### src/hdl/spc_pkg.sv
// shared constants and types of the segment plane checker
package spc_pkg;

  localparam int COORD_WIDTH_DEF   = 32;
  localparam int FRACTION_BITS_DEF = 16;
  localparam int CFG_IDX_W         = 3;

  typedef enum logic [CFG_IDX_W-1:0] {
    CFG_COEF_X,
    CFG_COEF_Y,
    CFG_COEF_Z,
    CFG_OFFSET,
    CFG_SQUARE_SIZE,
    CFG_HOLE_PARITY
  } cfg_idx_t;

  typedef struct packed {
    logic valid;
    logic crossed;
    logic start_inside;
  } ctl_t;

endpackage

### src/hdl/spc_par_step.sv
// one restoring step of the checker square division, three axes side by side
module spc_par_step import spc_pkg::*; #(
  parameter int W = COORD_WIDTH_DEF
) (
  input  logic                clk,
  input  logic                rst_n,
  input  logic                en,
  input  logic [W-2:0]        sq,
  input  ctl_t                ctl_i,
  input  logic [2:0][W-1:0]   u_i,
  input  logic [2:0][W-2:0]   r_i,
  input  logic [2:0]          sgn_i,
  input  logic [2:0][W-1:0]   c_i,
  output ctl_t                ctl_o,
  output logic [2:0][W-1:0]   u_o,
  output logic [2:0][W-2:0]   r_o,
  output logic [2:0]          qb_o,
  output logic [2:0]          sgn_o,
  output logic [2:0][W-1:0]   c_o
);

  ctl_t                ctl_r;
  logic [2:0][W-1:0]   u_r;
  logic [2:0][W-2:0]   r_r;
  logic [2:0]          qb_r;
  logic [2:0]          sgn_r;
  logic [2:0][W-1:0]   c_r;

  logic [2:0][W-1:0]   t;
  logic [2:0][W:0]     diff;
  logic [2:0][W-2:0]   r_nxt;
  logic [2:0]          qb_nxt;

  always_comb begin
    for (int i = 0; i < 3; i++) begin
      t[i]      = {r_i[i], u_i[i][W-1]};
      diff[i]   = {1'b0, t[i]} - {2'b00, sq};
      qb_nxt[i] = !diff[i][W];
      r_nxt[i]  = qb_nxt[i] ? diff[i][W-2:0] : t[i][W-2:0];
    end
  end

  always_ff @(posedge clk) begin
    if (!rst_n) begin
      ctl_r <= '0;
    end else if (en) begin
      ctl_r <= ctl_i;
    end
  end

  always_ff @(posedge clk) begin
    if (en) begin
      for (int i = 0; i < 3; i++) begin
        u_r[i] <= {u_i[i][W-2:0], 1'b0};
      end
      r_r   <= r_nxt;
      qb_r  <= qb_nxt;
      sgn_r <= sgn_i;
      c_r   <= c_i;
    end
  end

  assign ctl_o = ctl_r;
  assign u_o   = u_r;
  assign r_o   = r_r;
  assign qb_o  = qb_r;
  assign sgn_o = sgn_r;
  assign c_o   = c_r;

endmodule

### config.mk
export PLATFORM = sky130hd
export DESIGN_NAME = spc_par_step
export DESIGN_NICKNAME = d
export VERILOG_FILES = /design/src/hdl/spc_pkg.sv /design/src/hdl/spc_par_step.sv
export SDC_FILE = /design/constraint.sdc
export NUM_CORES = 1
export LEC_CHECK = 0
export ABC_AREA = 1
export BUFFER_PORTS_ARGS = -buffer_cell sky130_fd_sc_hd__buf_2
export CAP_MARGIN = 30
export CORE_AREA = 2 2 242 244
export CTS_CLUSTER_DIAMETER = 120
export DETAILED_ROUTE_END_ITERATION = 7
export DIE_AREA = 0 0 244 246
export GPL_TIMING_DRIVEN = 0
export SLEW_MARGIN = 0
export SYNTH_ARGS = -nofsm -noshare
export SYNTH_HDL_FRONTEND = slang
export SYNTH_SLANG_ARGS = --single-unit
### constraint.sdc
create_clock -name clk -period 2.65 [get_ports clk]
set_input_delay 0.53 -clock clk [delete_from_list [all_inputs] [get_ports clk]]
set_output_delay 0.53 -clock clk [all_outputs]
set_load 0.03 [all_outputs]
### Word level (Yosys, flattened, before mapping)

Index checks and enable logic that the tools add are counted.

* bits in registers: 291
* latch bits: 0
* bits in writable memories: 0
* memory bits (read-only): 0
* input bits: 325
* output and inout port bits: 294
* word-level logic and storage cells: 23
* memories: 0

* $add $sub $neg: 3
* $mul: 0
* div/mod/pow operators: 0
* $lt $le $gt $ge: 0
* equal/unequal tests: 0
* shift operators: 0
* mux-type cells: 3
* bitwise logic cells: 0
* reduce and logical (&&, ||, !) cells: 3

Operators with widths (count)
* 32-bit by 31-bit subtractor with 33-bit output: 3
* 31-bit two-way mux: 3
* 1-bit logical NOT: 3

### Longest topological paths before layout

* word-level depth: 2
* depth in mapped cells: 17
* depth with buffers taken out: 15

### Worst setup path before layout

OpenSTA, ideal clock, no wires.

* path type: input-to-reg
* from: input u_i[63] in the netlist's numbering
* to: register r_r (netlist bit r_o[36]), data pin
* library setup time: 0.252 ns
* arrival: 2.176 ns
* required time: 2.398 ns
* slack: 0.222 ns
* stages on the path: 17
* buffers on the path: 2
* path through: inv_1 -> ha_1 -> fa_1 -> inv_1 -> nand3_1 -> nand3_2 -> nand2_1 -> nand2_2 -> nand2_1 -> nand2_2 -> nand2_2 -> nand2_4 -> inv_2 -> buf_6 -> buf_6 -> nand2_1 -> nand2_1

RTL lines
* from (decl): RTL line spc_par_step.sv:10 `input logic [2:0][W-1:0] u_i,`
* to (signal assigned): RTL line spc_par_step.sv:56 `r_r <= r_nxt;`
* to (decl): RTL line spc_par_step.sv:24 `logic [2:0][W-2:0] r_r;`

==> impl_metrics.ini <==
[run_status]
outcome = finished clean

[worst_setup_path]
r2r-end = ctl_o[0]
crit_type = in -> reg
crit_path_start_kind = primary input
r2r_slack_ns = 2.04
crit_required_ns = 2.93
crit_path_end_kind = flop
critPathLaunch = sq[0]
reg2reg_from = ctl_o[0]
r2r_cells = 2
worst_ep_arrival_time_ns = 2.70
path_max_fanout = 10

[detailed_routing]
wl_per_cell_um = 18.7
ant_nets = 0
drtIter0Drc = 842
vias = 15600
drt-vias-per-instance = 4.42
dr.pass1.iters = 5
drc = 0
finalWirelength_um = 65700

[min_path]
holdPathStages = 1
min_to = u_o[86]
holdCritStartpoint = u_i[85]
hp-class = in -> reg

[floorplanning]
core_um2 = 57400
start_util_pct = 29.7
die_w_um = 244
die_y_um = 246
rows = 88
die_area_um2 = 60000
io_pins = 619

[pwr]
leakagePower_nw = 11.8
switching_share_pct = 33.3
intPower_mw = 9.82
peakVddDrop_mv = 0.442
switchingPower_mw = 4.90
p_per_area_nw_per_um2 = 659
combPwrFrac_pct = 26.5
clockPowerShare_pct = 34.3
power_frac_seq_pct = 39.2
p_total_mw = 14.7

[sta]
fmax_ghz = 0.412
min_period_ns = 2.43
tightestPinTransition_ns = 0.694
slew_headroom_pct = 53.7
rsz0062_at_grt = false
hold_viol_final = 0
setup_viol = 0
setup_tns_ns = 0
drv_slew = 0
fin_skew_ns = 0
period_share_pct = 91.5

[clock_network]
cts_hold_buf = 0
cts_sinks = 291
cts_max_level = 2
worstSkewPairLatency_ns = 0.53
clk_path_buf_depth = 3
cts_tree = done
postCtsResizedCells = 0
cts_root_buf = clkbuf_16
cts-buffers-inserted = 35
post_cts_buffers = 0
clkTransAtPathRegs_ns = 0.06

[global_routing]
antenna_found_initial = 19
gr-total-overflow = 0
grt_max_degree = 113
grt_usage_pct = 21.1
grt_pass1_wl_um = 92900
grt_pass1_vias = 14900

[synth]
yosysSeqAreaShare_pct = 51.2
yosysTopAreaCell = edfxtp_1
yosys.area.top_type_share_pct = 50.8
netlist_area_um2 = 17000
ys_ff_latch = 291
ys_warn_count = 0
synth_flop_cell = edfxtp_1
yosys.cell_count.top_type = nand2_1
synth_edf_count = 288
syn_avg_cell_area_um2 = 8.24
async_reset_ff_share_pct = 0
syn_inst = 2066
synth_common_cells = nand2_1 (849), inv_1 (359), edfxtp_1 (288)
synth.distinct_cells = 29
synth_area_leaders = edfxtp_1 (51%), nand2_1 (19%), inv_1 (7.9%), ha_1 (6.8%), nand3_1 (3.5%)

[layout]
areaGrowthSynthToFinish_pct = 31.2
drive_gt1_share_pct = 26.4
final_nets = 3143
nFillCells = 6028

[place]
dp_hpwl_um = 55200
place_congestion = 0.932
io_buffer_count = 615

[job]
drv_cap = 0
[placed cells by master, fill, tap and decap left out, drive strengths merged, types with 6 or more instances in the layout]
cell type    n
nand2      861
buf        638
inv        367
edfxtp     288
nor2       141
nand3      123
ha          93
a21oi       60
xor2        42
clkbuf      40
o21ai       12
o21bai      12
nand4       12
nand3b      12
nor3         9
clkinv       9
diode        8
bufinv       6
[power by group through the flow]
stage	logic [mW]	clock network, mW	registers [mW]
6_report	3.90	5.05	5.78
5_1_grt	4.25	5.37	5.82
4_1_cts	3.93	5.20	5.79
3_5_place_dp	3.92	0	5.88
3_3_place_gp	3.89	0	5.92
2_1_floorplan	1.50	0	6.83
[critical path: stages]
cell,delay (ns)
buf_2,0.13
ha_1,0.24
fa_1,0.42
inv_1,0.14
nand3_1,0.09
nand3_2,0.11
nand2_1,0.08
nand2_2,0.11
nand2_1,0.07
nand2_2,0.09
nand2_2,0.06
nand2_4,0.14
inv_2,0.05
buf_6,0.15
buf_8,0.14
nand2_1,0.05
nand2_1,0.08
[worst max-delay path by stage]
stage	end	slack [ns]
2_1_floorplan	r_o[36]	0.22
3_3_place_gp	ctl_o[0]	-3.75
3_5_place_dp	r_o[43]	-0.35
4_1_cts	r_o[43]	0.24
5_1_grt	r_o[5]	0.1
6_report	r_o[5]	0.22
[final cells by class]
type	count	area (µm²)	share of cell area, %
well taps	765	957	4.29
clock buffers	40	895	4.01
inverters	364	1370	6.12
diodes	8	20.0	0.0896
repair buffers	617	3140	14.1
plain buffers	21	154	0.689
multi-input cells	1392	6800	30.4
clock inverters	20	293	1.31
flip-flops and latches	291	8710	39.0
[kinds of logic (layout without fill, tap and decap cells)]
logic type / count (synthesis) / after routing / share of synthesized area (%)
AOI/OAI and AO/OA: 84 / 84 / 2.76
xor gates and xnor gates: 45 / 45 / 2.32
other: 1 / 11 / 0.0220
adders and majority gates: 96 / 96 / 7.19
DFF: 291 / 291 / 51.2
buffers and inverters: 385 / 1062 / 8.93
and+or+nand+nor: 1164 / 1164 / 27.6
[flip-flops by register name, indices dropped and copies added (netlist names)]
signal / count
r_o: 93
u_o: 93
sgn_o: 3
qb_o: 3
c_o: 96
ctl_o: 3
[layer usage]
layer  part of all wire (%)  global-route usage, %
met1                     39                   23.9
met2                     52                   39.8
met3                    6.0                   4.29
met4                    2.6                   6.17
met5                   0.20                      0
[metrics by stage]
step	cell area [µm²]	setup WS [ns]	hold slack, ns	util (%)	std cells
after floorplan	17000	0.222	0.629	-	2068
after global placement	21100	-3.75	0.478	36.7	3448
after detailed placement	21100	-0.350	0.485	36.8	3450
after CTS	22300	0.243	0.121	38.9	3510
after global routing	22300	0.0957	0.115	38.9	3514
final	22300	0.224	0.146	38.9	3518
(Power assumes the default switching activity.)
