[config.mk]
export PLATFORM = sky130hd
export DESIGN_NAME = spc_cut_step
export DESIGN_NICKNAME = d
export VERILOG_FILES = /design/src/hdl/spc_pkg.sv /design/src/hdl/spc_cut_step.sv
export SDC_FILE = /design/constraint.sdc
export NUM_CORES = 2
export LEC_CHECK = 0
export BUFFER_PORTS_ARGS = -buffer_cell sky130_fd_sc_hd__buf_2
export CAP_MARGIN = 20
export CORE_AREA = 3 3 508 510
export DETAILED_ROUTE_END_ITERATION = 8
export DIE_AREA = 0 0 511 513
export PLACE_DENSITY = 0.4
export SLEW_MARGIN = 20
export SYNTH_ARGS = -nofsm -noshare
export SYNTH_HDL_FRONTEND = slang
export SYNTH_SLANG_ARGS = --single-unit
export TNS_END_PERCENT = 5
[constraint.sdc]
create_clock -name clk -period 16.81 [get_ports clk]
set_input_delay 0.8405 -clock clk [delete_from_list [all_inputs] [get_ports clk]]
set_output_delay 0.8405 -clock clk [all_outputs]
set_load 0.1 [all_outputs]
[src/hdl/spc_pkg.sv]
// shared constants and types of the segment plane checker
package spc_pkg;

  localparam int COORD_WIDTH_DEF   = 32;
  localparam int FRACTION_BITS_DEF = 16;
  localparam int CFG_IDX_W         = 3;

  typedef enum logic [CFG_IDX_W-1:0] {
    CFG_COEF_X,
    CFG_COEF_Y,
    CFG_COEF_Z,
    CFG_OFFSET,
    CFG_SQUARE_SIZE,
    CFG_HOLE_PARITY
  } cfg_idx_t;

  typedef struct packed {
    logic valid;
    logic crossed;
    logic start_inside;
  } ctl_t;

endpackage

[src/hdl/spc_cut_step.sv]
// one radix step of the crossing-point division, three axes side by side
module spc_cut_step import spc_pkg::*; #(
  parameter int W  = COORD_WIDTH_DEF,
  parameter int DW = 2*COORD_WIDTH_DEF+3,
  parameter int AW = 2*COORD_WIDTH_DEF+6
) (
  input  logic                clk,
  input  logic                rst_n,
  input  logic                en,
  input  ctl_t                ctl_i,
  input  logic [2:0][AW-1:0]  ar_i,
  input  logic [2:0][W:0]     aq_i,
  input  logic [2:0][W:0]     ud_i,
  input  logic [2:0]          neg_i,
  input  logic [2:0][W-1:0]   p_i,
  input  logic [DW-1:0]       a1_i,
  input  logic [DW-1:0]       den_i,
  output ctl_t                ctl_o,
  output logic [2:0][AW-1:0]  ar_o,
  output logic [2:0][W:0]     aq_o,
  output logic [2:0][W:0]     ud_o,
  output logic [2:0]          neg_o,
  output logic [2:0][W-1:0]   p_o,
  output logic [DW-1:0]       a1_o,
  output logic [DW-1:0]       den_o
);

  ctl_t                ctl_r;
  logic [2:0][AW-1:0]  ar_r;
  logic [2:0][W:0]     aq_r;
  logic [2:0][W:0]     ud_r;
  logic [2:0]          neg_r;
  logic [2:0][W-1:0]   p_r;
  logic [DW-1:0]       a1_r;
  logic [DW-1:0]       den_r;

  logic [2:0][AW-1:0]  t;
  logic [2:0][AW-1:0]  s1;
  logic [2:0][AW-1:0]  s2;
  logic [2:0][1:0]     dig;
  logic [2:0][AW-1:0]  ar_nxt;
  logic [2:0][W:0]     aq_nxt;

  // remainder stays below den, so the new partial value is below 3*den
  always_comb begin
    for (int i = 0; i < 3; i++) begin
      t[i]  = {ar_i[i][AW-2:0], 1'b0} + (ud_i[i][W] ? AW'(a1_i) : AW'(0));
      s1[i] = t[i] - AW'(den_i);
      s2[i] = t[i] - (AW'(den_i) << 1);
      priority if (!s2[i][AW-1]) begin
        ar_nxt[i] = s2[i];
        dig[i]    = 2'd2;
      end else if (!s1[i][AW-1]) begin
        ar_nxt[i] = s1[i];
        dig[i]    = 2'd1;
      end else begin
        ar_nxt[i] = t[i];
        dig[i]    = 2'd0;
      end
      aq_nxt[i] = {aq_i[i][W-1:0], 1'b0} + (W+1)'(dig[i]);
    end
  end

  always_ff @(posedge clk) begin
    if (!rst_n) begin
      ctl_r <= '0;
    end else if (en) begin
      ctl_r <= ctl_i;
    end
  end

  always_ff @(posedge clk) begin
    if (en) begin
      ar_r  <= ar_nxt;
      aq_r  <= aq_nxt;
      for (int i = 0; i < 3; i++) begin
        ud_r[i] <= {ud_i[i][W-1:0], 1'b0};
      end
      neg_r <= neg_i;
      p_r   <= p_i;
      a1_r  <= a1_i;
      den_r <= den_i;
    end
  end

  assign ctl_o = ctl_r;
  assign ar_o  = ar_r;
  assign aq_o  = aq_r;
  assign ud_o  = ud_r;
  assign neg_o = neg_r;
  assign p_o   = p_r;
  assign a1_o  = a1_r;
  assign den_o = den_r;

endmodule

# == Word level (Yosys, flattened, before mapping) ==
# Cells that the tools add are included.
# totals
input_bits,647
word_cells,51
output_inout_bits,644
regBits,641
# classes
muxes,15
add_sub_neg,12
n_reduce_logical,3
# ops
cell,count
$mux W69,6
$add A70 B67 Y70,3
$sub A70 B67 Y70,3
$sub A70 B68 Y70,3
$mux W67,3
$add A33 B2 Y33,3
$mux W2,3
$reduce_and A2 Y1,3
$mux W1,3

# == Longest topological paths before layout ==
# logic_depth
depth_word,6
depth_mapped,39
mapped_depth_nobuf,35

# == Least setup slack after synthesis ==
# Ideal clock, no wire load.
# synth_path
kind,in2reg
from,input ud_i[65] (netlist bit)
to,"register aq_r, in the netlist aq_o[65] (data pin)"
arrival_ns,7.854
required_ns,16.552
cell_stages,35
path_buffers,3
setup_ns,0.258
path_slack_ns,8.698
cell_sequence,clkbuf_1 -> and2_1 -> ha_1 -> fa_1 -> a211o_1 -> a21oi_1 -> a211o_1 -> a21boi_0 -> o21ai_0 -> nand2b_1 -> a31o_2 -> a21o_1 -> a21oi_1 -> o21ai_0 -> xor2_1 -> ha_1 -> clkbuf_1 -> nand4_1 -> nor4_1 -> nand3_1 -> a2111oi_2 -> o211ai_1 -> a2111oi_1 -> o31ai_1 -> nor2b_1 -> o2111a_1 -> xnor2_2 -> inv_2 -> clkbuf_1 -> ha_1 -> nand3_1 -> or2_2 -> nor2_1 -> nand4_1 -> xnor2_1
# synth_rtl
element,line_no,rtl
"start, declared",spc_cut_step.sv:13,"input logic [2:0][W:0] ud_i,"
"end signal, assigned",spc_cut_step.sv:75,aq_r <= aq_nxt;
"end, declared",spc_cut_step.sv:30,logic [2:0][W:0] aq_r;

==> impl_summary.log <==
[metrics] endpoint arrival time on the critical path: 11,080 ps
[metrics] total of hold buffers inserted after clock tree synthesis: 0
[metrics] max-slew violations: 0
[metrics] gpl congestion: 0.927
[metrics] layout cells sized above 1: 19.4%
[metrics] cell leakage power: 0.0318 uW
[metrics] number of remaining DRC errors: 0
[metrics] Synth cell types: 101
[metrics] PwrDens: 138 mW/mm2
[metrics] relative area change from synthesis to final layout: 21.4%
[metrics] maximum fanout encountered on the critical timing path: 67
[metrics] initial drt markers: 4,390
[metrics] detailed-router iteration count before antenna repair: 6
[metrics] Syn Std Cell Area: 0.0601 mm2
[metrics] I/O pin count: 1,291
[metrics] Hold Fails Final Rpt: 0
[metrics] via count of the first global-routing pass: 58,122
[metrics] headroom to the max-slew limit: 21.0%
[metrics] warnings from Yosys: 0
[metrics] CTS clock-pin slew for the worst setup and hold paths: 60 ps
[metrics] detail-routed net length per standard cell: 27.1 um
[metrics] top-area cell type share of the netlist area: 31.9%
[metrics] Setup Crit Path Kind: in2reg
[metrics] VDD IR max: 0.000106 V
[metrics] Detail Route Antenna Nets: 0
[metrics] number of post-CTS setup repair buffers: 0
[metrics] Total Neg Setup Slack: 0 ps
[metrics] post-cts repair resize count: 0
[metrics] Inserted Clock Buffers: 83
[metrics] DR vias/cell: 5.14
[metrics] share of the clock period used by the worst path after layout: 63.2%
[metrics] remaining global-route overflow: 0
[metrics] effective utilization at floorplan: 23.7%
[metrics] Max Clk Rate: 94.2 MHz
[metrics] CORE AREA: 0.254 mm2
[metrics] most area-consuming cells after synthesis: sky130_fd_sc_hd__edfxtp_1 (32%), sky130_fd_sc_hd__ha_1 (13%), sky130_fd_sc_hd__xnor2_1 (6.1%)
[metrics] initial antenna violation count: 125
[metrics] Post-synth ARST share: 0%
[metrics] cell with the largest stage delay on the worst path: sky130_fd_sc_hd__a31oi_1
[metrics] wire length reported by the detailed router: 309,000 um
[metrics] worst clock skew: 0 ps
[metrics] final critical-path required period: 10,620 ps
[metrics] Clock Latency Late Sink: 720 ps
[metrics] maximum root-to-sink buffer count: 3
[metrics] element type at the critical path end: register
[metrics] worst stage delay on the critical path: 660 ps
[metrics] Clock Sink Count: 641
[metrics] type of the most critical hold path: in2reg
[metrics] Slew @ Worst Pin: 1170 ps
[metrics] share of the yosys chip area belonging to registers: 32.0%
[metrics] Req. time, crit path: 17,270 ps
[metrics] HPWL after detailed placement: 265,000 um
[metrics] main flop type after synthesis: sky130_fd_sc_hd__edfxtp_1
[metrics] Finish-stage setup viols: 0
[metrics] most common cell after layout, fill and taps aside: sky130_fd_sc_hd__buf_2
[metrics] status: complete, no violations
[metrics] full die area: 0.262 mm2
[metrics] Total Routing Usage GR: 22.5%
[metrics] unrepaired setup endpoints after global routing: false
[metrics] PortBufs: 1,281
[metrics] TritonCTS clock tree: built
[metrics] cell area reported after detailed placement: 0.0702 mm2
[metrics] most frequent cells in the layout: sky130_fd_sc_hd__buf_2 (1,280), sky130_fd_sc_hd__a21oi_1 (728), sky130_fd_sc_hd__edfxtp_1 (638), sky130_fd_sc_hd__ha_1 (609), sky130_fd_sc_hd__nand2_1 (519)
[metrics] count of state elements after synthesis: 641
[metrics] Critical Path Start Type: primary input
[metrics] Maximum Capacitance Violations: 0
[metrics] first-pass GRT wire length: 429,000 um
[metrics] overall die height: 513 um
[metrics] nets: 9,204
[metrics] largest net degree at the start of global routing: 138
[metrics] H-tree Lvls: 3
[metrics] Clock Root Buffer: sky130_fd_sc_hd__clkbuf_16
[metrics] number of placement rows: 185
[metrics] final instance area: 0.0730 mm2
[metrics] top cell type by total area after synthesis: sky130_fd_sc_hd__edfxtp_1
[metrics] mean instance size in the synthesized netlist: 8.87 um2
[metrics] cell count after synthesis: 6,775
[metrics] total via count in the routed design: 58,617
[metrics] Die Wd: 511 um
[metrics] count of flip-flops with a built-in enable after synthesis: 638
[metrics] hold slack: 291 ps
==> stage by stage <==
step	setup WS [ps]	std cells	power [uW]	util [%]
finish	6190	11404	10100	28.7
global route	5640	11382	10700	28.7
CTS	6210	11368	10200	28.7
detailed placement	5430	11220	8290	27.6
global placement	5470	11220	8320	27.6
floorplan	8700	6777	6660	-
==> area by class of cell <==
type,instances,area [um2]
Tap cell,3366,4210
Sequential cell,641,19200
Clock inverter,56,588
Fill cell,27384,181000
Inverter,259,972
Clock buffer,92,2110
Timing Repair Buffer,1341,6880
Antenna cell,36,90.1
Multi-Input combinational cell,5613,38900
==> worst paths after layout <==
kind | from | end | slack [ps] | cells after the start
max reg2reg | ctl_o[1]$_SDFFE_PN0P_ | ctl_o[1]$_SDFFE_PN0P_ | 16210 | 2
min reg2reg | ctl_o[0]$_SDFFE_PN0P_ | ctl_o[0]$_SDFFE_PN0P_ | 510 | 2
max | ud_i[32] | aq_o[31]$_DFFE_PP_ | 6190 | 37
min | den_i[3] | den_o[3]$_DFFE_PP_ | 290 | 1
==> worst max-delay path: cells and delay by family <==
| family | cells | cell delay [ps] |
|---|---|---|
| buf+inv | 4 | 1220 |
| fa+ha+maj | 5 | 1570 |
| simple gates | 10 | 2390 |
| compound gates | 15 | 4300 |
| xor+xnor | 3 | 620 |
==> kinds of logic after synthesis <==
family                   count (synthesis)  share of synthesized area, %
AO/OA/AOI/OAI                         2336                          25.0
XOR/XNOR                               643                          9.42
adder cells (fa/ha/maj)                618                          13.0
buffers and inverters                  523                          3.43
flip-flops                             641                          32.0
multiplexers                            68                          1.16
other                                    1                       0.00624
AND/OR/NAND/NOR                       1945                          16.0
==> layer usage <==
metal | global-route usage [%] | wire (um) | up-vias
met1 | 27.5 | 128000 | 28414
met3 | 4.45 | 19100 | 398
li1 | - | - | 27752
met2 | 38.4 | 147000 | 2017
met4 | 9.84 | 14200 | 36
met5 | 0 | 221 | -
==> synthesized netlist by cell type, types with 62 or more instances <==
cell type,n
sky130_fd_sc_hd__a31oi_1,107
sky130_fd_sc_hd__and3_1,90
sky130_fd_sc_hd__xnor2_1,418
sky130_fd_sc_hd__nand3_1,161
sky130_fd_sc_hd__o21ai_0,430
sky130_fd_sc_hd__nor3_1,77
sky130_fd_sc_hd__xor2_1,221
sky130_fd_sc_hd__nand2_1,519
sky130_fd_sc_hd__o21bai_1,119
sky130_fd_sc_hd__mux2i_1,62
sky130_fd_sc_hd__nand4_1,134
sky130_fd_sc_hd__a21o_1,363
sky130_fd_sc_hd__nor2b_1,65
sky130_fd_sc_hd__nor2_1,459
sky130_fd_sc_hd__edfxtp_1,638
sky130_fd_sc_hd__and2_1,235
sky130_fd_sc_hd__ha_1,609
sky130_fd_sc_hd__a21oi_1,728
sky130_fd_sc_hd__o21a_1,68
sky130_fd_sc_hd__inv_1,255
sky130_fd_sc_hd__clkbuf_1,216
sky130_fd_sc_hd__a211oi_1,71
sky130_fd_sc_hd__nand2b_1,68
==> registers in the layout (all words and copies together), names as in the netlist <==
register and cells:
aq_o 99, ar_o 210, a1_o 67, ud_o 96, ctl_o 3, den_o 67, p_o 96, neg_o 3
==> power by group <==
group	switching (uW)	total, uW	internal [uW]
sequential	95.4	2210	2110
clock	804	1810	1010
combinational	4500	6070	1570
No activity file was read; power rests on OpenSTA's default activity.
