### config.mk
export PLATFORM = sky130hd
export DESIGN_NAME = spc_round
export DESIGN_NICKNAME = d
export VERILOG_FILES = /design/src/hdl/spc_pkg.sv /design/src/hdl/spc_round.sv
export SDC_FILE = /design/constraint.sdc
export NUM_CORES = 1
export LEC_CHECK = 0
export ABC_CLOCK_PERIOD_IN_PS = 6400
export BUFFER_PORTS_ARGS = -buffer_cell sky130_fd_sc_hd__buf_2
export CAP_MARGIN = 20
export CORE_AREA = 2 2 236 238
export DETAILED_ROUTE_END_ITERATION = 8
export DIE_AREA = 0 0 238 240
export HOLD_SLACK_MARGIN = 0.06
export PLACE_DENSITY_LB_ADDON = 0.1
export SYNTH_ARGS = -nofsm -noshare
export SYNTH_HDL_FRONTEND = slang
export SYNTH_SLANG_ARGS = --single-unit
### constraint.sdc
create_clock -name clk -period 6.4 [get_ports clk]
set_input_delay 0.64 -clock clk [delete_from_list [all_inputs] [get_ports clk]]
set_output_delay 0.64 -clock clk [all_outputs]
set_load 0.01 [all_outputs]
### src/hdl/spc_pkg.sv
// shared constants and types of the segment plane checker
package spc_pkg;

  localparam int COORD_WIDTH_DEF   = 32;
  localparam int FRACTION_BITS_DEF = 16;
  localparam int CFG_IDX_W         = 3;

  typedef enum logic [CFG_IDX_W-1:0] {
    CFG_COEF_X,
    CFG_COEF_Y,
    CFG_COEF_Z,
    CFG_OFFSET,
    CFG_SQUARE_SIZE,
    CFG_HOLE_PARITY
  } cfg_idx_t;

  typedef struct packed {
    logic valid;
    logic crossed;
    logic start_inside;
  } ctl_t;

endpackage

### src/hdl/spc_round.sv
// crossing point: offset from start, truncation toward zero, magnitude split
module spc_round import spc_pkg::*; #(
  parameter int W  = COORD_WIDTH_DEF,
  parameter int AW = 2*COORD_WIDTH_DEF+6
) (
  input  logic                clk,
  input  logic                rst_n,
  input  logic                en,
  input  ctl_t                ctl_i,
  input  logic [2:0][AW-1:0]  ar_i,
  input  logic [2:0][W:0]     aq_i,
  input  logic [2:0]          neg_i,
  input  logic [2:0][W-1:0]   p_i,
  output ctl_t                ctl_o,
  output logic [2:0][W-1:0]   c_o,
  output logic [2:0][W-1:0]   mag_o,
  output logic [2:0]          sgn_o
);

  ctl_t                  ctl1_r, ctl2_r, ctl3_r;
  logic signed [W+1:0]   n_r [3];
  logic [2:0]            nz_r;
  logic [2:0]            neg1_r;
  logic [2:0][W-1:0]     c2_r;
  logic [2:0][W-1:0]     c3_r;
  logic [2:0][W-1:0]     mag_r;
  logic [2:0]            sgn_r;

  logic signed [W+1:0]   n_nxt [3];
  logic [2:0][W-1:0]     c_nxt;
  logic signed [W+1:0]   step [3];

  always_comb begin
    for (int i = 0; i < 3; i++) begin
      n_nxt[i] = neg_i[i] ? (W+2)'($signed(p_i[i])) - $signed({1'b0, aq_i[i]})
                          : (W+2)'($signed(p_i[i])) + $signed({1'b0, aq_i[i]});
      // a leftover fraction pulls a point that crossed zero back toward it
      priority if (nz_r[i] && !neg1_r[i] && n_r[i][W+1]) begin
        step[i] = (W+2)'(1);
      end else if (nz_r[i] && neg1_r[i] && !n_r[i][W+1] && n_r[i] != '0) begin
        step[i] = -(W+2)'(1);
      end else begin
        step[i] = '0;
      end
      c_nxt[i] = W'(n_r[i] + step[i]);
    end
  end

  always_ff @(posedge clk) begin
    if (!rst_n) begin
      ctl1_r <= '0;
      ctl2_r <= '0;
      ctl3_r <= '0;
    end else if (en) begin
      ctl1_r <= ctl_i;
      ctl2_r <= ctl1_r;
      ctl3_r <= ctl2_r;
    end
  end

  always_ff @(posedge clk) begin
    if (en) begin
      for (int i = 0; i < 3; i++) begin
        n_r[i]   <= n_nxt[i];
        nz_r[i]  <= (ar_i[i] != '0);
        mag_r[i] <= c2_r[i][W-1] ? W'(-c2_r[i]) : c2_r[i];
        sgn_r[i] <= c2_r[i][W-1];
      end
      neg1_r <= neg_i;
      c2_r   <= c_nxt;
      c3_r   <= c2_r;
    end
  end

  assign ctl_o = ctl3_r;
  assign c_o   = c3_r;
  assign mag_o = mag_r;
  assign sgn_o = sgn_r;

endmodule

=== After elaboration in Yosys (flattened, before gate mapping) ===
Memories as Yosys holds them, arrays and structs flattened.
Cells that the tools add are included.
Widths: inputs -> output; s select.

* Output and inout port bits: 198
* Memory bits (writable): 102
* Memories: 1
* Register bits after elaboration: 306
* Logic and storage cells: 78
* Input bits: 414

{| class="wikitable"
|+ Memory list
! memory !! words !! width !! rd ports !! clocked after memory_dff !! wr ports !! RTL line !! RTL
|-
| n_r || 3 || 34 || 3 || 0 || 3 || spc_round.sv:21 || <nowiki>logic signed [W+1:0] n_r [3];</nowiki>
|}

* Multiplexer cells: 14
* Reduce and logical (&&, ||, !) cells: 27
* Add/sub/neg operators: 12

{| class="wikitable"
|+ Operators with widths
! kind !! number
|-
| $reduce_bool 70->1 || 3
|-
| $mux 32 || 6
|-
| $add 32x34->34 || 3
|-
| $mux 34 || 3
|-
| $reduce_bool 34->1 || 3
|-
| $sub 32x34->34 || 3
|-
| $add 32x32->32 || 3
|-
| $neg 32->32 || 3
|-
| $mux 31 || 3
|-
| $logic_and 1x1->1 || 15
|-
| $logic_not 1->1 || 6
|-
| $mux 1 || 2
|}

=== Depth between registers and ports, before layout ===
Gate-level depths: netlist of run 1.
An unclocked memory read counts as a cell.

* Depth after elaboration: 7
* Mapped depth: 21

=== Least setup slack after synthesis of run 1 ===
Ideal clock, no wire load.

* Path kind: reg-to-reg
* From: mem n_r[0][99] in the netlist's numbering
* To: reg c2_r[88] in the netlist's numbering (data pin)
* Stages on the path, launching flop included: 19
* Period minus slack after synthesis: 5.763 ns
* Slack: 0.637 ns
* Data arrival time: 5.502 ns
* Path buffers: 0
* Data required time: 6.139 ns
* Path through: edfxtp_1 nor4_1 nand4_1 nor4_1 a211oi_1 inv_1 nand2_1 ha_1 inv_1 fa_1 nor2b_1 o31a_1 a211oi_1 a2111oi_0 a21oi_1 a31oi_1 a21o_1 a21oi_1 xnor2_1

{| class="wikitable"
|+ RTL lines
! element !! RTL line !! RTL
|-
| start: declaration || spc_round.sv:21 ||
|-
| end signal: assignment || spc_round.sv:70 || <nowiki>c2_r <= c_nxt;</nowiki>
|-
| end: declaration || spc_round.sv:24 || <nowiki>logic [2:0][W-1:0] c2_r;</nowiki>
|}

==> results.md, run 1 <==
- Setup-failing EPs final: 0
- Layout cell share with drive strength beyond 1: approximately 23%
- Clock tree buffer depth: 3
- Main synth FF type: edfxtp_1
- Cell area power density: 312 mW/mm^2
- GRT Util Overall: between 20% and 30%
- Antenna Nets Post-Route: 0
- Synth cell count leaders: 393 x edfxtp_1, 289 x xnor2_1, 237 x a21oi_1
- CP cell instances: nor4_1 > nand4_1 > nor4_1 > a211oi_4 > buf_4 > ha_1 > o211ai_1 > o21ai_0 > o21ai_0 > a2111oi_0 > nor4b_1 > nor3_1 > nand4_1 > a311o_1 > xnor2_1
- Die W: between 200 and 250 um
- Worst stage delay on the critical path: 0.59 ns
- Crit path required time: 6.73 ns
- Core Rows: between 80 and 90
- Post-synthesis sequential area ratio: 45.4%
- Flops & latches, synth: 402
- Max-cap viol count: 0
- H-tree Lvls: 2
- Top-area cell type share of the netlist area: 44.7%
- Starting DRT DRC Count: between 1,500 and 2,000
- Overall power: roughly 9.9 mW
- R2r setup slk: approximately 1.4 ns
- Hold Buf Count CTS: 0
- Max transition margin: roughly a quarter
- TNS Setup: 0 ns
- Met1 track utilization from global routing: between 30% and 40%
- Setup CP Type: flip-flop to flip-flop
- CTS root buf: clkbuf_16
- Arrival @ worst endpoint: between 5 and 6 ns
- Detailed Place HPWL: approximately 64,000 um
- Clock sink total: approximately 400
- Grt peak-use layer: met2
- Top-count cell post-synth: edfxtp_1
- Syn nets: ~3,100
- Status: finished clean
- Worst Path Max Fanout: 32
- Post-DP Area: around 0.03 mm^2
- CTS buffer count: 43
- Post-cts resize count: 0
- Pre-Repair DR Iteration Count: 5
- Worst Tran Pin Value: around 1.1 ns
- First-pass GRT wire length: 117,000 um
- Fin nets: approximately 3,700
- Drt via density: between 5 and 6
- Initial Utilization: between 40% and 50%
- CTS tree: done
- Port Buffers: between 600 and 700
- Static leakage: ~13 nW
- Setup bufs post-CTS: 0
- Final Hold Viols: 0
- Cells after synthesis: about 2,500
- Num ports: 612
- Synth warnings: 0
- Vias in the first global route: between 20,000 and 25,000
- HP Class: input port to flip-flop
- Core area: 0.0547 mm^2
- Slowest CP cell: a2111oi_0
- Layout area overhead: 20.3%
- Asr flop ratio synth: 0%
- Post-synth EDFFs: between 300 and 400
- Clock Skews: roughly 0.04 ns
- Gpl congestion: 1.14
- CP top delay family: simple AND/OR/NAND/NOR gates
- RSZ-0062 raised after global routing: false
- Max Freq: 200 MHz
- Via count: between 20,000 and 25,000
- DIE HEIGHT: 240 um
- Crit end category: flip-flop
- Top area cells in the synthesized netlist: edfxtp_1 45%, xnor2_1 9.6%, ha_1 9.4%, a21oi_1 4.5%, a21o_1 2.6%
- Final wirelength: a little under 80,000 um
- Fin crit period: ~5.0 ns
- Gr ovfl total: 0
- CP Launch Type: flip-flop
- Clock Pin Slew Worst Setup and Hold Paths: approximately 0.06 ns
- Routed WL per cell: 20.2 um
- Worst path bufs/invs: 1
- Die area: about 0.057 mm^2
- Area of the mapped netlist: ~0.026 mm^2
- Routing usage on met3: 4.11%
- Worst skew pair latency: roughly 0.60 ns
- Max VDD drop: between 0.0002 and 0.00025 V
- Syn_area_per_cell: ~11 um^2
- Pin count of the biggest net entering global routing: around 170
- Final Slew Violations: 0
- Final period utilization: 78.3%
- Final instance area: between 0.03 and 0.04 mm^2
- DR DRC count: 0
- Yosys top cell by area: edfxtp_1
- GR Util met2: 45.5%
- Initial antenna violation count: 34
- Yosys cell types: 77
tightest hold or removal path: stages:
cell and delay (ns):
buf_2 0.08, mux2i_1 0.06, nor2b_1 0.09
flip-flops by register name, summed over array words and instances (netlist names), 3 cells and up:
name and flops:
c2_r 96, c_o 94, ctl1_r 3, ctl2_r 3, ctl_o 3, mag_o 93, n_r 102, neg1_r 3
nz_r 3
where the power goes:
group          internal [mW]  total (mW)  switching, mW
Clock                   1.48        2.52           1.04
Combinational           1.38        3.16           1.78
Sequential              3.77        4.22          0.443
Total                   6.64        9.90           3.26
metal layers:
layer / part of all wire, % / wire length [um] / up-vias
met5: 0.070 / 55 / -
met4: 5.7 / 4450 / 8
met3: 5.3 / 4180 / 171
met2: 49 / 38300 / 705
met1: 40 / 31500 / 10300
li1: - / - / 10800
kinds of logic (layout without fill, tap and decap cells):
logic type	after synthesis	count (layout)	synth area share, %
flops	402	402	45.4
simple gates	732	732	14.5
buf+inv	131	779	1.95
mux	13	13	0.493
fa+ha+maj	204	204	9.84
compound gates	676	676	16.1
xor+xnor	350	350	11.6
other cells	0	27	0
cell type report:
cell class                 instances  area, um^2
clock buffer                      56        1150
timing repair buffer             621        3150
inverter                          81         304
sequential                       402       12000
fill                            4696       22900
tap                              704         881
multi-input combinational       1975       13900
clock inverter                    21         269
antenna                           27        67.6
metrics by stage:
stage                     cells  hold slack [ns]  utilization [%]  worst slack [ns]
after global placement     3782            0.439             55.3              1.43
after floorplan            2508            0.426                -             0.637
final                      3887            0.323             58.1              1.39
after global routing       3885            0.305             58.1             0.863
after CTS                  3859            0.282             57.9              1.29
after detailed placement   3782            0.440             55.3              1.28
layout by cell type, fill, tap and decap left out, types with 21 or more instances in the layout:
master / instances
a21o_1: 92
a21oi_1: 237
a31oi_1: 27
and3_1: 21
buf_2: 611
clkbuf_16: 43
diode_2: 27
edfxtp_1: 393
ha_1: 198
inv_1: 80
nand2_1: 129
nand2b_1: 29
nand3_1: 49
nand4_1: 26
nor2_1: 176
nor2b_1: 40
nor3_1: 56
nor4_1: 96
o21a_1: 33
o21ai_0: 123
o21bai_1: 22
o31ai_1: 29
or3_1: 27
xnor2_1: 289
xor2_1: 61
worst paths after layout:
check                                 from         to  cells after the start
worst min-delay path              ctl_i[1]  ctl1_r[1]                      3
worst min register to register    c2_r[64]    c_o[64]                      0
worst max-delay path            n_r[0][96]   c2_r[95]                     15
worst max register to register  n_r[0][96]   c2_r[95]                     15
Note: power is estimated with default switching activity, not from simulation.
==> inputs of run 2 (changes only) <==
--- a/config.mk
+++ b/config.mk
@@ -5,7 +5,7 @@
 export SDC_FILE = /design/constraint.sdc
 export NUM_CORES = 1
 export LEC_CHECK = 0
-export ABC_CLOCK_PERIOD_IN_PS = 6400
+export ABC_CLOCK_PERIOD_IN_PS = 4730
 export BUFFER_PORTS_ARGS = -buffer_cell sky130_fd_sc_hd__buf_2
 export CAP_MARGIN = 20
 export CORE_AREA = 2 2 236 238
==> constraint.sdc (replaced) <==
create_clock -name clk -period 4.73 [get_ports clk]
set_input_delay 0.473 -clock clk [delete_from_list [all_inputs] [get_ports clk]]
set_output_delay 0.473 -clock clk [all_outputs]
set_load 0.01 [all_outputs]
==> run 2 against run 1 <==
Wire length grew 1.6%. First-iteration DRC count shrank 3.1%. Cell area grew 2.3%. Clock power grew 41%. Non-clock buffer count grew 82. Global-route usage grew 0.26 points. Sequential cell count is the same. Sequential share of layout area shrank 0.85 points. Largest cell class unchanged. Cell count grew 1.9%. Core utilization grew 1.3 points. Fmax grew 13%. Via count grew 1.7%.
==> results.md, run 2 (synthesis results as in run 1) <==
- Status: finished clean
- Clock sink total: 402 (unchanged)
- Max VDD drop: 0.000240 V (+15%)
- Cells after DPL: 3,861 (+2.1%)
- Top cell by count, worst path: buf_4
- Slowest CP cell: edfxtp_1
- Final instance area: 0.0325 mm^2 (+2.3%)
- Max reg flops: 102 (unchanged)
- Min-delay src: ar_i[54]
- Detailed Place HPWL: 65,200 um (+2.2%)
- Max Freq: 226 MHz (+13%)
- Die W: 238 um (unchanged)
- R2r worst-path depth: 18 (+3)
- Overall power: 13.7 mW (+39%)
- Num ports: 612 (unchanged)
- First-pass GRT wire length: 119,000 um (+1.3%)
- Clock Skews: 0.0200 ns (-0.0201 ns)
- RSZ-0062 raised after global routing: false
- Fin nets: 3,823 (+2.2%)
- CTS buffer count: 42 (-2.3%)
- Core area: 0.0547 mm^2 (unchanged)
- Clock Pin Slew Worst Setup and Hold Paths: 0.06 ns (about the same)
- Port Buffers: 611 (unchanged)
- Crit end category: flip-flop
- R2r setup slk: 0.30 ns (-1.09 ns)
- Initial antenna violation count: 33 (-2.9%)
- Arrival @ worst endpoint: 4.74 ns (-0.60 ns)
- Post-DP Area: 0.0309 mm^2 (+2.0%)
- Util after Layout: 59.4% (+1.3 points)
- HP Class: input port to flip-flop
- DIE HEIGHT: 240 um (unchanged)
- CP Launch Type: flip-flop
- Clock tree buffer depth: 3 (unchanged)
- Pre-Repair DR Iteration Count: 5 (unchanged)
- H-tree Lvls: 2 (unchanged)
- Hold EP: nz_r[0]
- CTS tree: done
- Setup CP Type: flip-flop to flip-flop
- Starting DRT DRC Count: 1,465 (-3.1%)
- Most frequent cells in the layout: 610 x buf_2, 393 x edfxtp_1, 289 x xnor2_1
- Worst skew pair latency: 0.57 ns (-0.03 ns)
- Antenna Nets Post-Route: 0 (unchanged)
- Final period utilization: 93.6% (+15 points)
- Worst r2r src: n_r[0][29]
- Worst Tran Pin Value: 1.18 ns (+0.0721 ns)
- Pin count of the biggest net entering global routing: 122 (-29%)
- Layout area overhead: 23.1%
- Hold path depth: 3 (unchanged)
- Max-cap viol count: 0 (unchanged)
- Fin cells: 3,960 (+1.9%)
- Crit path required time: 5.04 ns (-1.69 ns)
- Core Rows: 86 (unchanged)
- Final Slew Violations: 0 (unchanged)
- Most flop-heavy register: n_r
- Hold WS: 0.182 ns (-0.141 ns)
- Setup-failing EPs final: 0 (unchanged)
- Drt via density: 5.65 (-0.21%)
- Die area: 0.0571 mm^2 (unchanged)
- Initial Utilization: 48.3% (unchanged)
- CTS root buf: clkbuf_16
- CP cell instances: nor4_4 > buf_4 > nand4_1 > nor4_1 > buf_4 > a211oi_4 > buf_4 > ha_1 > buf_4 > a211oi_1 > o21ai_0 > a31oi_1 > nor3b_1 > o21ai_1 > a221o_1 > a41oi_1 > nor3_1 > a311o_1
- Routed WL per cell: 20.1 um (-0.25%)
- DP Worst Slack: 0.162 ns (-1.11 ns)
- Fin crit period: 4.43 ns (-0.585 ns)
- Worst stage delay on the critical path: 0.43 ns (-0.16 ns)
- Commonest non-fill, non-tap cell in the layout: buf_2
- Hold Buf Count CTS: 0 (unchanged)
- TNS Setup: 0 ns (unchanged)
- GRT Util Overall: 26.8% (+0.26 points)
- Gr ovfl total: 0 (unchanged)
- Via count: 22,400 (+1.7%)
- Worst Path Max Fanout: 14 (-56%)
- DR DRC count: 0 (unchanged)
- Gpl congestion: 1.08 (-5.1%)
- Final Hold Viols: 0 (unchanged)
- Worst r2r dst: c2_r[30]
- Static leakage: 13.6 nW (+3.5%)
- Max transition margin: 20.9% (-4.9 points)
- Final wirelength: 79,700 um (+1.6%)
- Layout cell share with drive strength beyond 1: 24.9% (+2.1 points)
- Vias in the first global route: 21,400 (+1.0%)
- Final WS setup: 0.303 ns (-1.09 ns)
- Cell area power density: 422 mW/mm^2 (+35%)
## run 2: cell types whose count changed in the layout (fill, tap and decap cells not counted), moves of 2 or more
cell	change
buf_12	+2
nor4_1	-2
o21ai_0	-2
bufinv_16	+3
diode_2	-8
clkinv_2	-4
clkbuf_1	-5
clkinvlp_4	+3
buf_4	+81
o21ai_1	+2
inv_8	+2
## run 2: worst max path at each step
stage                from        to  cells past startpoint
5_1_grt        n_r[0][96]  c2_r[92]                     21
4_1_cts        n_r[0][29]  c2_r[30]                     20
6_report       n_r[0][29]  c2_r[30]                     18
3_3_place_gp   n_r[0][29]  c2_r[30]                     20
2_1_floorplan  n_r[0][99]  c2_r[88]                     18
3_5_place_dp   n_r[0][29]  c2_r[30]                     20
## run 2: timing repair
action	CTS	global route
gates resized for setup	0	7
buffers inserted	0	4
setup endpoints to repair	0	11
## run 2: layer usage
metal / vias up / wire, um / global-route usage [%]
met1: 10500 / 31900 / 32.2
li1: 10900 / - / -
met4: 6 / 4360 / 14.9
met2: 743 / 39200 / 46.6
met3: 168 / 4170 / 3.81
met5: - / 38 / 0
## run 2: critical path, delay by kind of cell, from the launching register on
family	cells	cell delay (ns)
flops	1	0.43
compound gates	8	2.01
simple gates	5	0.92
buf+inv	4	0.63
fa+ha+maj	1	0.18
## run 2: area by class of cell
type	count	area [um^2]
clock inverter	25	368
antenna	19	47.5
fill	4695	22200
inverter	81	304
timing repair buffer	703	3800
tap	704	881
clock buffer	51	1140
sequential	402	12000
multi-input combinational	1975	14000
## run 2: report_power, final
part / leakage, nW / switching, mW / total [mW] / internal (mW)
registers: 3.92 / 0.621 / 5.73 / 5.11
logic: 8.94 / 2.44 / 4.43 / 1.99
clock network: 0.719 / 1.39 / 3.55 / 2.16
total: 13.6 / 4.45 / 13.7 / 9.26
==> inputs of run 3 (changes only) <==
--- a/config.mk
+++ b/config.mk
@@ -5,7 +5,7 @@
 export SDC_FILE = /design/constraint.sdc
 export NUM_CORES = 1
 export LEC_CHECK = 0
-export ABC_CLOCK_PERIOD_IN_PS = 4730
+export ABC_CLOCK_PERIOD_IN_PS = 4160
 export BUFFER_PORTS_ARGS = -buffer_cell sky130_fd_sc_hd__buf_2
 export CAP_MARGIN = 20
 export CORE_AREA = 2 2 236 238
==> constraint.sdc (replaced) <==
create_clock -name clk -period 4.16 [get_ports clk]
set_input_delay 0.416 -clock clk [delete_from_list [all_inputs] [get_ports clk]]
set_output_delay 0.416 -clock clk [all_outputs]
set_load 0.01 [all_outputs]
==> run 3 against run 2 <==
The flow now finishes with violations (setup timing). Cell area up 7.4%. Via count up 4.2%. Critical path depth up 2. Clock power up 6.8%. Core utilization up 4.4 points. Total power up 17%. Sequential cell count unchanged. Fmax up 3.5%. Combinational power up 30%. Sequential power up 14%. Count of clock-buffer cells in the layout up 1. Non-clock buffer count up 265. Critical endpoint unchanged. Highest routed layer unchanged.
==> results.md, run 3 (synthesis results as in run 1) <==
- Routing usage on met3: 3.77% (-0.046 points)
- DIE HEIGHT: 240 um (unchanged)
- Worst Path Max Fanout: 7 (-7)
- Hold path depth: 3 (unchanged)
- Num ports: 612 (unchanged)
- Clock network power share: 23.5% (-2.4 points)
- Initial antenna violation count: 36 (+9.1%)
- Vias in the first global route: 22,500 (+5.4%)
- First-pass GRT wire length: 122,000 um (+2.7%)
- Final wirelength: 81,800 um (+2.6%)
- Hold Buf Count CTS: 0 (unchanged)
- Cell area power density: 461 mW/mm^2 (+9.1%)
- Multi-input logic area: 0.0144 mm^2 (+3.4%)
- Layout area overhead: 32.2%
- Combinational Power Share: 35.9% (+3.6 points)
- Core Rows: 86 (unchanged)
- HP Class: input port to flip-flop
- Reg area: 0.0120 mm^2 (unchanged)
- Switching share of power: 32.8% (+0.37 points)
- Clock tree buffer depth: 3 (unchanged)
- Status: finished, violations left
- Hold WS: 0.0964 ns (-0.0854 ns)
- GR Util met2: 47.3% (+0.76 points)
- Max VDD drop: 0.000287 V (+20%)
- Final period utilization: 103% (+9.2 points)
- Fin nets: 4,090 (+7.0%)
- H-tree Lvls: 2 (unchanged)
- Failing checks: setup timing
- Initial Utilization: 48.3% (unchanged)
- Pre-Repair DR Iteration Count: 5 (unchanged)
- Pin count of the biggest net entering global routing: 101 (-17%)
- Most frequent cells in the layout: 610 x buf_2, 393 x edfxtp_1, 350 x buf_4
- Hold EP: ctl1_r[0]
- CTS root buf: clkbuf_16
- Max transition margin: 33.8% (+13 points)
- Slowest CP cell: edfxtp_1
- Fin crit period: 4.28 ns (-0.149 ns)
- CTS buffer count: 43 (+2.4%)
- Layout cell share with drive strength beyond 1: 32.4% (+7.5 points)
- Port Buffers: 611 (unchanged)
- Overall power: 16.1 mW (+17%)
- Most flop-heavy register: n_r
- Max-cap viol count: 0 (unchanged)
- Worst skew pair latency: 0.59 ns (+0.02 ns)
- Worst stage delay on the critical path: 0.43 ns (about the same)
- Detailed Place HPWL: 67,000 um (+2.7%)
- NetSw: 5.28 mW (+19%)
- Setup CP Type: flip-flop to flip-flop
- Clock Skews: 0.0200 ns (-0.0000173 ns)
- Final Slew Violations: 0 (unchanged)
- GRT Util Overall: 27.5% (+0.65 points)
- Drt via density: 5.50 (-2.5%)
- Final Hold Viols: 0 (unchanged)
- CP cell instances: nor4_4 > buf_4 > nand4_1 > nor4_4 > a211oi_4 > buf_4 > inv_4 > nand2_4 > ha_4 > inv_2 > fa_2 > nor2b_2 > o31a_1 > o22ai_2 > o22a_2 > o21ai_4 > a221o_1 > a41oi_2 > nor3_2 > a311o_1
- Post-DP Area: 0.0328 mm^2 (+6.2%)
- Crit end category: flip-flop
- Crit path required time: 4.49 ns (-0.55 ns)
- Arrival @ worst endpoint: 4.61 ns (-0.13 ns)
- RSZ-0062 raised after global routing: true
- Cells after DPL: 4,108 (+6.4%)
- Max Freq: 234 MHz (+3.5%)
- Internal power: 10.8 mW (+17%)
- CTS tree: done
- Final instance area: 0.0349 mm^2 (+7.4%)
- Setup-failing EPs final: 4 (+4)
- CP Launch Type: flip-flop
- Static leakage: 14.9 nW (+9.9%)
- Die W: 238 um (unchanged)
- Antenna Nets Post-Route: 0 (unchanged)
- Met1 track utilization from global routing: 32.8% (+0.58 points)
- Via count: 23,300 (+4.2%)
- Max reg flops: 102 (unchanged)
- Filler cell count: 4,567 (-2.7%)
- R2r setup slk: -0.12 ns (-0.42 ns)
- Die area: 0.0571 mm^2 (unchanged)
- Reg power frac: 40.6% (-1.2 points)
- Core area: 0.0547 mm^2 (unchanged)
- Gpl congestion: 1.14 (+6.1%)
- Gr ovfl total: 0 (unchanged)
- DR DRC count: 0 (unchanged)
- Clock sink total: 402 (unchanged)
- R2r worst-path depth: 20 (+2)
- Min-delay src: ctl_i[0]
- Worst r2r src: n_r[0][29]
- Clock Pin Slew Worst Setup and Hold Paths: 0.06 ns (about the same)
- Grt peak-use layer: met2
- Worst Tran Pin Value: 0.994 ns (-0.182 ns)
- Final WS setup: -0.118 ns (-0.421 ns)
- Starting DRT DRC Count: 1,398 (-4.6%)
- Fin cells: 4,232 (+6.9%)
- Commonest non-fill, non-tap cell in the layout: buf_2
- Worst r2r dst: c2_r[30]
- Routed WL per cell: 19.3 um (-4.0%)
[run 3: cell types whose count changed in the layout (fill, tap and decap cells not counted), moves of 6 or more]
cell | before | now
ha_4 | 0 | 10
ha_1 | 198 | 186
buf_4 | 89 | 350
o21ai_0 | 121 | 113
a21oi_2 | 0 | 14
diode_2 | 19 | 25
nor4_1 | 94 | 87
a21oi_1 | 237 | 222
[run 3: worst max-delay path by stage]
stage               startpoint        to  slack, ns  depth (start not counted)
finish              n_r[0][29]  c2_r[30]      -0.12                         20
global route        n_r[0][29]  c2_r[30]      -0.29                         20
CTS                 n_r[0][30]  c2_r[30]      -0.04                         20
detailed placement  n_r[0][29]  c2_r[30]      -0.68                         21
global placement    n_r[0][29]  c2_r[30]      -0.61                         21
floorplan           n_r[0][99]  c2_r[88]     -0.002                         18
[run 3: repair_timing]
item / CTS / global route
buffers inserted: 5 / 19
cloned: 1 / 0
pin swaps: 16 / 39
setup endpoints to repair: 20 / 22
resized for setup: 30 / 62
[run 3: area by class of cell]
| class | count | area share [%] |
|---|---|---|
| inverters | 81 | 0.879 |
| diodes | 25 | 0.179 |
| clock inverters | 24 | 0.796 |
| flip-flops and latches | 402 | 34.3 |
| clock buffers | 52 | 3.24 |
| multi-input cells | 1976 | 41.4 |
| well taps | 704 | 2.53 |
| repair buffers | 968 | 16.7 |
[run 3: per-stage QoR]
step	utilization, %	TNS (ns)	setup slack [ns]
after floorplan	-	-0.00223	-0.00223
after detailed placement	59.9	-6.91	-0.678
after CTS	62.8	-0.0527	-0.0351
after global placement	59.9	-5.87	-0.614
after global routing	63.8	-1.22	-0.294
final	63.8	-0.251	-0.118
[run 3: metal layers]
metal / wire length [um] / up-vias
met5: 13 / -
met4: 5270 / 2
met3: 4220 / 186
met2: 40000 / 742
met1: 32300 / 10900
li1: - / 11500
[run 3: power by group through the flow]
stage | clock network [mW] | registers, mW | logic [mW]
CTS | 3.87 | 6.52 | 5.59
global route | 4.03 | 6.62 | 6.34
finish | 3.79 | 6.52 | 5.77
floorplan | 0 | 6.51 | 3.07
global placement | 0 | 6.54 | 5.46
detailed placement | 0 | 6.58 | 5.52
[run 3: critical path: cells and delay by family, from the launching register on]
| kind | cells | cell delay, ns |
|---|---|---|
| adders and majority gates | 2 | 0.38 |
| and+or+nand+nor | 6 | 1.00 |
| DFF | 1 | 0.43 |
| AOI/OAI and AO/OA | 8 | 1.78 |
| buffers and inverters | 4 | 0.45 |
